===== src/design/pmd_pkg.sv =====
// Package with shared types and constants for the PID motor drive unit.
package pmd_pkg;

  localparam int unsigned CfgIdxW = 3;
  localparam int unsigned CfgDataW = 16;
  localparam int unsigned OpW = 18;
  localparam int unsigned AccW = 36;

  localparam logic [CfgIdxW-1:0] RegPropGain = 3'd0;
  localparam logic [CfgIdxW-1:0] RegIntegGain = 3'd1;
  localparam logic [CfgIdxW-1:0] RegDerivGain = 3'd2;
  localparam logic [CfgIdxW-1:0] RegFilterAlpha = 3'd3;
  localparam logic [CfgIdxW-1:0] RegFilterEnable = 3'd4;
  localparam logic [CfgIdxW-1:0] RegUpperLimit = 3'd5;
  localparam logic [CfgIdxW-1:0] RegLowerLimit = 3'd6;
  localparam logic [CfgIdxW-1:0] RegProtectEnable = 3'd7;

  localparam logic signed [17:0] IntegClamp = 18'sd1600;
  localparam logic signed [16:0] DeadBand = 17'sd64;
  localparam logic [23:0] DriveMax = 24'd254;
  localparam logic [AccW-1:0] RoundHalfOut = 36'd2048;
  localparam logic signed [AccW-1:0] RoundHalfFilt = 36'sd32768;

  typedef struct packed {
    logic mul_en;
    logic acc_load;
    logic acc_add;
  } mac_ctl_t;

endpackage


===== src/design/pmd_mac.sv =====
// Shared signed multiplier with a registered product and an accumulator.
module pmd_mac (
  input  logic                                 clk_i,
  input  logic                                 rst_ni,
  input  pmd_pkg::mac_ctl_t                    ctl_i,
  input  logic signed [pmd_pkg::OpW-1:0]       op_a_i,
  input  logic signed [pmd_pkg::OpW-1:0]       op_b_i,
  output logic signed [pmd_pkg::AccW-1:0]      acc_o
);

  logic signed [pmd_pkg::AccW-1:0] prod_q;
  logic signed [pmd_pkg::AccW-1:0] acc_q;

  always_ff @(posedge clk_i) begin
    if (ctl_i.mul_en) begin
      prod_q <= op_a_i * op_b_i;
    end
  end

  always_ff @(posedge clk_i or negedge rst_ni) begin
    if (!rst_ni) begin
      acc_q <= '0;
    end else if (ctl_i.acc_load) begin
      acc_q <= prod_q;
    end else if (ctl_i.acc_add) begin
      acc_q <= acc_q + prod_q;
    end
  end

  assign acc_o = acc_q;

endmodule


===== src/design/pid_motor_drive_unit.sv =====
// PID motor drive unit: filter, PID sum on a shared multiplier, clamp and drive output.
// One word is taken at a time; the input is not ready until the result is registered.
// With the filter off a word runs StErr through StRound; with the filter on it first passes
// StFiltA to StFiltR, and a result left waiting at the output holds the sequencer in StRound.
// The sequencer steps one multiply-accumulate per cycle through a single 18 by 18 multiplier.
// The asynchronous active-low reset clears the registers, integral, previous error and filter state.
module pid_motor_drive_unit (
  input  logic                              clk_i,
  input  logic                              rst_ni,
  input  logic                              s_axis_tvalid,
  output logic                              s_axis_tready,
  input  logic [31:0]                       s_axis_tdata,  // measurement[15:0], setpoint[31:16]
  output logic                              m_axis_tvalid,
  input  logic                              m_axis_tready,
  output logic [23:0]                       m_axis_tdata,  // drive[8:0], dir_high[9], duty[17:10]
  input  logic                              cfg_valid_i,
  output logic                              cfg_ready_o,
  input  logic [pmd_pkg::CfgIdxW-1:0]       cfg_index_i,
  input  logic [pmd_pkg::CfgDataW-1:0]      cfg_data_i
);

  localparam logic [3:0] StIdle = 4'd0;
  localparam logic [3:0] StFiltA = 4'd1;
  localparam logic [3:0] StFiltB = 4'd2;
  localparam logic [3:0] StFiltC = 4'd3;
  localparam logic [3:0] StFiltR = 4'd4;
  localparam logic [3:0] StErr = 4'd5;
  localparam logic [3:0] StDiff = 4'd6;
  localparam logic [3:0] StMulP = 4'd7;
  localparam logic [3:0] StMulD = 4'd8;
  localparam logic [3:0] StMulI = 4'd9;
  localparam logic [3:0] StSum = 4'd10;
  localparam logic [3:0] StAbs = 4'd11;
  localparam logic [3:0] StRound = 4'd12;

  logic [3:0] state_q, state_d;

  logic signed [15:0] prop_gain_q, integ_gain_q, deriv_gain_q;
  logic [15:0]        filter_alpha_q;
  logic               filter_enable_q, protect_enable_q;
  logic signed [15:0] upper_limit_q, lower_limit_q;

  logic signed [15:0] meas_q, setp_q, y_q, filt_prev_q;
  logic signed [16:0] err_q, prev_err_q;
  logic signed [17:0] derr_q;
  logic signed [11:0] integ_q, isum_q;
  logic               dir_q;
  logic [pmd_pkg::AccW-1:0] mag_q;
  logic               neg_q;

  logic               out_valid_q;
  logic signed [8:0]  out_drive_q;
  logic               out_dir_q;
  logic [7:0]         out_duty_q;

  pmd_pkg::mac_ctl_t                 mac_ctl;
  logic signed [pmd_pkg::OpW-1:0]    op_a, op_b;
  logic signed [pmd_pkg::AccW-1:0]   acc;

  logic               accept;
  logic               out_free;
  logic signed [pmd_pkg::AccW-1:0] filt_rnd;
  logic signed [17:0] isum_raw;
  logic signed [11:0] isum_clamped;
  logic [pmd_pkg::AccW-1:0] mag_rnd;
  logic [23:0]        mag_int;
  logic [7:0]         duty;
  logic signed [8:0]  drive;
  logic               zero_drive;

  pmd_mac u_mac (
    .clk_i  (clk_i),
    .rst_ni (rst_ni),
    .ctl_i  (mac_ctl),
    .op_a_i (op_a),
    .op_b_i (op_b),
    .acc_o  (acc)
  );

  assign cfg_ready_o = 1'b1;
  assign s_axis_tready = (state_q == StIdle);
  assign accept = s_axis_tvalid && s_axis_tready;
  assign out_free = !out_valid_q || m_axis_tready;

  always_ff @(posedge clk_i or negedge rst_ni) begin
    if (!rst_ni) begin
      prop_gain_q      <= '0;
      integ_gain_q     <= '0;
      deriv_gain_q     <= '0;
      filter_alpha_q   <= '0;
      filter_enable_q  <= 1'b0;
      upper_limit_q    <= '0;
      lower_limit_q    <= '0;
      protect_enable_q <= 1'b0;
    end else if (cfg_valid_i && cfg_ready_o) begin
      unique case (cfg_index_i)
        pmd_pkg::RegPropGain:      prop_gain_q      <= cfg_data_i;
        pmd_pkg::RegIntegGain:     integ_gain_q     <= cfg_data_i;
        pmd_pkg::RegDerivGain:     deriv_gain_q     <= cfg_data_i;
        pmd_pkg::RegFilterAlpha:   filter_alpha_q   <= cfg_data_i;
        pmd_pkg::RegFilterEnable:  filter_enable_q  <= cfg_data_i[0];
        pmd_pkg::RegUpperLimit:    upper_limit_q    <= cfg_data_i;
        pmd_pkg::RegLowerLimit:    lower_limit_q    <= cfg_data_i;
        pmd_pkg::RegProtectEnable: protect_enable_q <= cfg_data_i[0];
        default: ;
      endcase
    end
  end

  always_comb begin
    mac_ctl = '0;
    op_a    = '0;
    op_b    = '0;
    unique case (state_q)
      StFiltA: begin
        mac_ctl.mul_en = 1'b1;
        op_a = {2'b00, filter_alpha_q};
        op_b = {{2{filt_prev_q[15]}}, filt_prev_q};
      end
      StFiltB: begin
        mac_ctl.mul_en   = 1'b1;
        mac_ctl.acc_load = 1'b1;
        op_a = 18'sh10000 - {2'b00, filter_alpha_q};
        op_b = {{2{meas_q[15]}}, meas_q};
      end
      StFiltC: mac_ctl.acc_add = 1'b1;
      StMulP: begin
        mac_ctl.mul_en = 1'b1;
        op_a = {{2{prop_gain_q[15]}}, prop_gain_q};
        op_b = {err_q[16], err_q};
      end
      StMulD: begin
        mac_ctl.mul_en   = 1'b1;
        mac_ctl.acc_load = 1'b1;
        op_a = {{2{deriv_gain_q[15]}}, deriv_gain_q};
        op_b = derr_q;
      end
      StMulI: begin
        mac_ctl.mul_en  = 1'b1;
        mac_ctl.acc_add = 1'b1;
        op_a = {{2{integ_gain_q[15]}}, integ_gain_q};
        op_b = {{6{isum_q[11]}}, isum_q};
      end
      StSum: mac_ctl.acc_add = 1'b1;
      default: ;
    endcase
  end

  assign filt_rnd = acc + pmd_pkg::RoundHalfFilt;
  assign isum_raw = {{6{integ_q[11]}}, integ_q} + {err_q[16], err_q};

  always_comb begin
    if (isum_raw > pmd_pkg::IntegClamp) begin
      isum_clamped = 12'(pmd_pkg::IntegClamp);
    end else if (isum_raw < -pmd_pkg::IntegClamp) begin
      isum_clamped = 12'(-pmd_pkg::IntegClamp);
    end else begin
      isum_clamped = isum_raw[11:0];
    end
  end

  assign mag_rnd = mag_q + pmd_pkg::RoundHalfOut;
  assign mag_int = mag_rnd[35:12];
  assign duty = (mag_int > pmd_pkg::DriveMax) ? 8'(pmd_pkg::DriveMax) : mag_int[7:0];
  assign zero_drive = (protect_enable_q && (upper_limit_q <= y_q || lower_limit_q >= y_q))
                    || (err_q <= pmd_pkg::DeadBand && err_q >= -pmd_pkg::DeadBand);
  assign drive = zero_drive ? 9'sd0 : (neg_q ? -$signed({1'b0, duty}) : $signed({1'b0, duty}));

  always_comb begin
    state_d = state_q;
    unique case (state_q)
      StIdle:  if (accept) state_d = filter_enable_q ? StFiltA : StErr;
      StFiltA: state_d = StFiltB;
      StFiltB: state_d = StFiltC;
      StFiltC: state_d = StFiltR;
      StFiltR: state_d = StErr;
      StErr:   state_d = StDiff;
      StDiff:  state_d = StMulP;
      StMulP:  state_d = StMulD;
      StMulD:  state_d = StMulI;
      StMulI:  state_d = StSum;
      StSum:   state_d = StAbs;
      StAbs:   state_d = StRound;
      StRound: if (out_free) state_d = StIdle;
      default: state_d = StIdle;
    endcase
  end

  always_ff @(posedge clk_i or negedge rst_ni) begin
    if (!rst_ni) begin
      state_q     <= StIdle;
      filt_prev_q <= '0;
      prev_err_q  <= '0;
      integ_q     <= '0;
      dir_q       <= 1'b0;
      out_valid_q <= 1'b0;
    end else begin
      state_q <= state_d;
      if (state_q == StRound && out_free) begin
        out_valid_q <= 1'b1;
      end else if (out_valid_q && m_axis_tready) begin
        out_valid_q <= 1'b0;
      end
      if (state_q == StFiltR) begin
        filt_prev_q <= filt_rnd[31:16];
      end
      if (state_q == StDiff) begin
        prev_err_q <= err_q;
      end
      if (state_q == StRound && out_free) begin
        integ_q <= zero_drive ? 12'sd0 : isum_q;
        if (drive > 9'sd0) begin
          dir_q <= 1'b1;
        end else if (drive < 9'sd0) begin
          dir_q <= 1'b0;
        end
      end
    end
  end

  always_ff @(posedge clk_i) begin
    if (accept) begin
      meas_q <= s_axis_tdata[15:0];
      setp_q <= s_axis_tdata[31:16];
      y_q    <= s_axis_tdata[15:0];
    end
    if (state_q == StFiltR) begin
      y_q <= filt_rnd[31:16];
    end
    if (state_q == StErr) begin
      err_q <= {y_q[15], y_q} - {setp_q[15], setp_q};
    end
    if (state_q == StDiff) begin
      derr_q <= {err_q[16], err_q} - {prev_err_q[16], prev_err_q};
      isum_q <= isum_clamped;
    end
    if (state_q == StAbs) begin
      neg_q <= acc[pmd_pkg::AccW-1];
      mag_q <= acc[pmd_pkg::AccW-1] ? 36'(-acc) : 36'(acc);
    end
    if (state_q == StRound && out_free) begin
      out_drive_q <= drive;
      out_duty_q  <= zero_drive ? 8'd0 : duty;
      if (drive > 9'sd0) begin
        out_dir_q <= 1'b1;
      end else if (drive < 9'sd0) begin
        out_dir_q <= 1'b0;
      end else begin
        out_dir_q <= dir_q;
      end
    end
  end

  assign m_axis_tvalid = out_valid_q;
  assign m_axis_tdata  = {6'd0, out_duty_q, out_dir_q, out_drive_q};

  a_ready_only_idle: assert property (@(posedge clk_i) disable iff (!rst_ni)
    s_axis_tready |-> state_q == StIdle)
    else $error("input ready outside the idle state");

  a_accept_leaves_idle: assert property (@(posedge clk_i) disable iff (!rst_ni)
    accept |=> state_q != StIdle)
    else $error("sequencer stayed idle after taking a word");

  a_integ_clamped: assert property (@(posedge clk_i) disable iff (!rst_ni)
    integ_q <= 12'sd1600 && integ_q >= -12'sd1600)
    else $error("integral outside its clamp");

  a_duty_matches_drive: assert property (@(posedge clk_i) disable iff (!rst_ni)
    out_valid_q |-> ((out_drive_q == 9'sd0) == (out_duty_q == 8'd0)))
    else $error("duty and drive disagree on zero");

  a_dir_follows_drive: assert property (@(posedge clk_i) disable iff (!rst_ni)
    (out_valid_q && out_drive_q != 9'sd0) |-> (out_dir_q == !out_drive_q[8]))
    else $error("direction level does not follow the drive sign");

endmodule

===== config.mk =====
export PLATFORM = sky130hd
export DESIGN_NAME = pid_motor_drive_unit
export DESIGN_NICKNAME = d
export VERILOG_FILES = /design/src/design/pmd_pkg.sv /design/src/design/pmd_mac.sv /design/src/design/pid_motor_drive_unit.sv
export SDC_FILE = /design/constraint.sdc
export NUM_CORES = 2
export LEC_CHECK = 0
export ABC_AREA = 1
export CORE_UTILIZATION = 64
export CTS_BUF_LIST = sky130_fd_sc_hd__clkbuf_8
export DETAILED_ROUTE_END_ITERATION = 10
export DONT_BUFFER_PORTS = 1
export PLACE_DENSITY_LB_ADDON = 0.1
export SYNTH_ARGS = -nofsm -noshare
export SYNTH_HDL_FRONTEND = slang
export SYNTH_SLANG_ARGS = --single-unit

===== constraint.sdc =====
create_clock -name clk_i -period 12.25 [get_ports clk_i]
set_input_delay 0 -clock clk_i [delete_from_list [all_inputs] [get_ports clk_i]]
set_output_delay 0 -clock clk_i [all_outputs]
set_load 0.01 [all_outputs]

== Word level (Yosys, flattened, before mapping) ==
Cells that the tools add are included.

* ROM bits: 0
* Memories kept: 0
* Input bits: 56
* Output and inout bits: 27
* RAM bits: 0
* Register bits: 371
* Latch bits: 0
* Word-level logic and storage cells: 119

* Reduce and logical (&&, ||, !) cells: 27
* Multiply operators: 1
* Shift operators: 0
* Muxes and demuxes: 23
* Equal/unequal tests: 21
* Div/mod/pow operators: 0
* Add/subtract/negate cells: 9
* Magnitude comparators: 9
* Bitwise gates (word level): 0

{| class="wikitable"
|+ Operator list
! operator !! number
|-
| one-hot mux 18 bit (5 select lines) || 2
|-
| 2-to-1 mux 36 bit || 2
|-
| one-hot mux 4 bit (13 select lines) || 1
|-
| adder 36 x 12 -> 36 bit, second input constant || 1
|-
| adder 36 bit || 1
|-
| multiplier 18 x 18 -> 36 bit || 1
|-
| negator 36 bit || 1
|-
| 2-to-1 mux 35 bit || 1
|-
| adder 32 x 17 -> 32 bit, second input constant || 1
|-
| 2-to-1 mux 16 bit || 2
|-
| greater-than comparator 24 x 8 -> 1 bit, second input constant || 1
|-
| 2-to-1 mux 12 bit || 2
|-
| equality test 4 bit, second input constant || 5
|-
| adder 12 x 17 -> 18 bit || 1
|-
| greater-than comparator 18 x 12 -> 1 bit, second input constant || 1
|-
| less-than comparator 18 x 12 -> 1 bit, second input constant || 1
|-
| 2-to-1 mux 9 bit || 2
|-
| AND reduction 2 bit || 9
|-
| subtractor 17 x 16 -> 18 bit, first input constant || 1
|-
| subtractor 17 x 17 -> 18 bit || 1
|-
| >= comparator 17 x 7 -> 1 bit, second input constant || 1
|-
| less-or-equal comparator 17 x 8 -> 1 bit, second input constant || 1
|-
| subtractor 16 x 16 -> 17 bit || 1
|-
| equality test 4 x 3 -> 1 bit, second input constant || 4
|-
| other kinds (25) || 46
|}

== Logic depth before layout (Yosys ltp) ==
* Depth in word-level cells: 9
* Mapped depth: 42
* Depth with buffers taken out: 42

== By module ==
A second synthesis with hierarchy kept.

* Cell total of the unflattened synthesis: 4258
* Area, all modules: 34428.0 um2

{| class="wikitable"
|+ By module, submodules not included
! module !! cells an instance !! area each (um2) !! seq. area each (um2) !! times used
|-
| pmd_mac || 2303 || 17833.4 || 1981.9 || 1
|-
| pid_motor_drive_unit || 1955 || 16594.7 || 7902.6 || 1
|}

== Worst setup path before layout ==
OpenSTA, ideal clock, no wires.

* Kind: reg2reg
* From: register filter_alpha_q[0]
* To: register u_mac.prod_q[30] in the netlist's numbering (data pin)
* Library setup time: 0.260 ns
* Setup slack: 4.956 ns
* Path buffers: 1
* Cell stages (with the launch flop): 41
* Arrival time: 7.034 ns
* Period minus slack after synthesis: 7.294 ns
* Data required time: 11.990 ns
* Cell sequence: dfrtp_1 > inv_1 > ha_1 > inv_1 > nor3_1 > nand2_1 > nor2_1 > inv_1 > nor2_1 > nand2_1 > nor2_1 > nand2_1 > nor2_1 > nand2_1 > o21ai_0 > o21bai_1 > nand2_1 > clkbuf_1 > [5 not listed] > fa_1 > fa_1 > inv_1 > fa_1 > inv_1 > ha_1 > a21oi_1 > inv_1 > a31oi_1 > a21boi_0 > inv_1 > nand2_1 > nand2_1 > a21boi_0 > o21ai_0 > nand2_1 > nand2_1 > xor2_1

* Longest elaborated chain between the ends: 3

{| class="wikitable"
|+ RTL lines
! element !! RTL line !! text
|-
| start, declared || pid_motor_drive_unit.sv:39 || <nowiki>logic [15:0] filter_alpha_q;</nowiki>
|-
| start signal, assigned || pid_motor_drive_unit.sv:100 || <nowiki>pmd_pkg::RegFilterAlpha: filter_alpha_q <= cfg_data_i;</nowiki>
|-
| subtractor 17 x 16 -> 18 bit || pid_motor_drive_unit.sv:123 || <nowiki>op_a = 18'sh10000 - {2'b00, filter_alpha_q};</nowiki>
|-
| one-hot mux 18 bit (5 select lines) (*) || pid_motor_drive_unit.sv:114 || <nowiki>unique case (state_q)</nowiki>
|-
| multiplier 18 x 18 -> 36 bit (*) || pmd_mac.sv:16 || <nowiki>prod_q <= op_a_i * op_b_i;</nowiki>
|-
| end signal, assigned || pmd_mac.sv:16 ||
|-
| end, declared || pmd_mac.sv:11 || <nowiki>logic signed [pmd_pkg::AccW-1:0] prod_q;</nowiki>
|}

Every way passes the cells marked *; elsewhere a longest branch is shown, timed or not.
A chain may end at the register's enable or synchronous reset.

== Final worst setup path ==
* From: register state_q[2]
* To: register u_mac.prod_q[30] in the netlist's numbering (data pin)

* Longest elaborated chain between the ends: 3
* Elaborated cells on any way between the ends: 8
* Those cells by class: 1 x mul; 5 x eq/ne; 2 x mux

{| class="wikitable"
|+ RTL lines
! element !! RTL line !! text
|-
| start, declared || pid_motor_drive_unit.sv:36 || <nowiki>logic [3:0] state_q, state_d;</nowiki>
|-
| start signal, assigned || pid_motor_drive_unit.sv:191 || <nowiki>state_q <= StIdle;</nowiki>
|-
| start signal, assigned || pid_motor_drive_unit.sv:198 || <nowiki>state_q <= state_d;</nowiki>
|-
| equality test 4 bit (tied with other cells) || pid_motor_drive_unit.sv:114 ||
|-
| one-hot mux 18 bit (5 select lines) || pid_motor_drive_unit.sv:114 ||
|-
| multiplier 18 x 18 -> 36 bit (*) || pmd_mac.sv:16 ||
|}

Marked as above.

==> results.toml <==
[status]
status = "complete, no violations"

[synth]
syn_area_per_cell_um2 = 8.29
synth_top_area_share_pct = 20.1
synth_compound_area_share_pct = 9.96
ys_types = 53
synth-xor-area-share_pct = 3.46
synth_top_area_cell = "fa_1"
yosys_warnings = 0
synth_simple_gate_area_share_pct = 17.9
synth_area_um2 = 33200
synth_top_family_by_area = "adder cells"
yosys-mux-area-fraction_pct = 0
ys_ff_latch = 360
synth_cells = 4002
synthAdderAreaFrac_pct = 28.2
synth.top_cells.by_area = "fa_1 20%, edfxtp_1 16%, dfrtp_1 14%"
yosysSeqAreaShare_pct = 29.8

[power]
switchingPower_mw = 4.85
combPwrFrac_pct = 64.4
power_frac_seq_pct = 23.6
p_sw_share_pct = 51.7
internal-power_mw = 4.52
ir_worst_vdd_mv = 0.132
total_power_mw = 9.37
clockPowerShare_pct = 12.0
p_per_area_nw_per_um2 = 260
p_leak_nw = 18.0

[detailed_routing]
avgViaCountPerCell = 5.63
first_pass_iters = 6
wl_mm = 90.6
drt_iter0_drc = 2510
drtAntennaViolNets = 0
post-route-drc-count = 0
num_vias = 27100
wl_per_cell_um = 18.8

[critical_path]
reg2regPathDepth = 32
path_max_fanout = 18
cpMostUsedCell = "inv_1"
reg2reg_from = "state_q[2]"
worstSetupEndpointType = "flop"
max_stage_delay_ns = 1.04
crit_required_ns = 12.69
crit_path_start_kind = "flop"
cp_slowest_cell = "nor3_1"
cp.arrival_ns = 9.57
reg2reg_to = "u_mac.prod_q[30]"
worst-r2r-setup-slack_ns = 3.12
worstSetupPathType = "reg2reg"

[clocking]
cts-htree-levels = 2
cts_sinks = 360
clockBufferDepth = 3
cts_tree = "yes"
cts.clk_slew.worst_paths_ns = 0.06
clk_latency_ns = 0.71
ctsRootBufferMaster = "clkbuf_8"
cts_made_buffers = 60

[floorplanning]
num_rows = 83
ios = 83
die_area_um2 = 52800
die_y_um = 230
die_w_um = 230
core_um2 = 51300
initial_core_util_pct = 64.7

[cells_and_area]
final_layout_size_suffix_gt1_share_pct = 4.14
fin_util_pct = 70.1
stdcell_area_um2 = 36000
fillers = 4143
areaGrowthSynthToFinish_pct = 8.38
register_area_um2 = 9880
multi_input_area_um2 = 19800
nNetsFinal = 4681

[worst_hold_path]
min_from = "s_axis_tdata[0]"
hp-class = "in2reg"
min_path_cells = 1
min_to = "meas_q[0]"

[timing]
hold_slack_ns = 0.0275
max_freq_ghz = 0.110
rsz0062_at_grt = "no"
maxSlewViolCount = 0
min_period_ns = 9.13
worstMarginPinSlew_ns = 1.31
finalHoldViolCount = 0
period_share_pct = 74.5
final.setup.tns_ns = 0
slew_headroom_pct = 12.2
finClkSkew_ns = 0.0463
setup_viol = 0

[global_routing]
grt_max_degree = 186
antenna_found_initial = 4
grtUsageMet2_pct = 57.6
use_met3_pct = 6.16
grt_pass1_wl_mm = 146
grt.busiest_layer = "met2"
grt_pass1_vias = 27100
track_usage_pct = 35.7
grt.overflow.total = 0
grtUsageMet1_pct = 46.7

[placed_design]
dp_hpwl_mm = 69.4
io_buffer_count = 0
placed_area_um2 = 33900
gp_congestion = 0.978

[job]
drv_cap = 0
through the flow:
stage | instances | worst slack [ns]
after CTS | 4807 | 3.28
after floorplan | 4007 | 4.96
final | 4812 | 3.12
after global routing | 4811 | 2.69
after global placement | 4610 | 3.42
after detailed placement | 4610 | 3.35
synthesized netlist by cell type (all sizes together):
master,n
o21a,9
clkinv,10
nand3,104
o211ai,8
edfxtp,175
o221ai,6
o21ai,273
o22ai,18
a221oi,11
buf,18
conb,2
clkbuf,87
o21bai,9
nor4,11
nand3b,14
nor3,49
a32oi,1
a31oi,26
o31ai,20
a41oi,1
a21boi,10
inv,816
nor3b,3
nand2,846
fa,333
a211oi,3
and3,3
xnor2,43
a21oi,170
and2,3
a21o,10
nand4,27
or2,5
nor2,376
xor2,88
dfrtp,185
ha,215
a22o,13
o41ai,1
placed cells by master (no fill, tap or decap), types with 68 or more instances in the layout:
master / instances
nand3_1: 99
inv_1: 824
dlygate4sd3_1: 84
dfrtp_1: 185
clkbuf_8: 68
nor2_1: 352
a21oi_1: 168
o21ai_0: 265
xor2_1: 88
ha_1: 215
fa_1: 333
edfxtp_1: 175
nand2_1: 837
registers in the layout (all words and copies together), names as in the netlist, 8 cells and up:
register / cells
filt_prev_q: 16
y_q: 16
mag_q: 25
upper_limit_q: 16
u_mac.prod_q: 36
err_q: 17
derr_q: 18
u_mac.acc_o: 36
deriv_gain_q: 16
out_duty_q: 8
integ_gain_q: 16
lower_limit_q: 16
meas_q: 16
out_drive_q: 9
integ_q: 12
setp_q: 16
prop_gain_q: 16
prev_err_q: 17
isum_q: 12
filter_alpha_q: 16
per-layer routing:
layer | wire (um) | part of all wire [%]
met3 | 7620 | 8.4
met1 | 36300 | 40
met4 | 5170 | 5.7
met5 | 0 | 0
met2 | 41500 | 46
cell type report:
cell class	instances	area share, %
multi-input cells	2716	55.1
flip-flops and latches	360	27.5
inverters	826	8.62
repair buffers	113	3.00
clock buffers	68	2.60
well taps	680	2.37
clock inverters	45	0.810
diodes	4	0.0278
how the worst max path moves through the flow:
stage	startpoint	endpoint	cells past startpoint
detailed placement	state_q[2]	u_mac.prod_q[30]	32
CTS	state_q[2]	u_mac.prod_q[30]	32
global route	state_q[0]	u_mac.prod_q[30]	34
floorplan	filter_alpha_q[0]	u_mac.prod_q[30]	40
finish	state_q[2]	u_mac.prod_q[30]	32
global placement	state_q[2]	u_mac.prod_q[30]	32
power groups by stage:
stage / Combinational, mW / Sequential [mW] / Clock [mW]
after floorplan: 4.42 / 2.05 / 0
after global placement: 5.78 / 2.20 / 0
after detailed placement: 5.88 / 2.21 / 0
after CTS: 5.96 / 2.19 / 1.12
after global routing: 6.83 / 2.24 / 1.18
final: 6.04 / 2.21 / 1.12
timing repair:
action | in CTS | in global routing
resized for setup | 0 | 0
setup buffers | 0 | 0
setup endpoints to repair | 0 | 0
endpoints found under the hold margin | 384 | 4
hold buffers | 84 | 1
critical path: cells and delay by family (launching register included):
| kind | cells | cell delay [ns] |
|---|---|---|
| compound gates | 6 | 1.33 |
| xor+xnor | 1 | 0.15 |
| fa+ha+maj | 7 | 3.35 |
| buf+inv | 10 | 1.91 |
| flops | 1 | 0.40 |
| simple gates | 8 | 1.72 |
logic make-up after synthesis:
kind of cell | count (synthesis)
xor gates and xnor gates | 131
and+or+nand+nor | 1441
buffers and inverters | 931
AOI/OAI and AO/OA | 589
other | 2
adders and majority gates | 548
DFF | 360
Power figures use the tool's default switching activity.
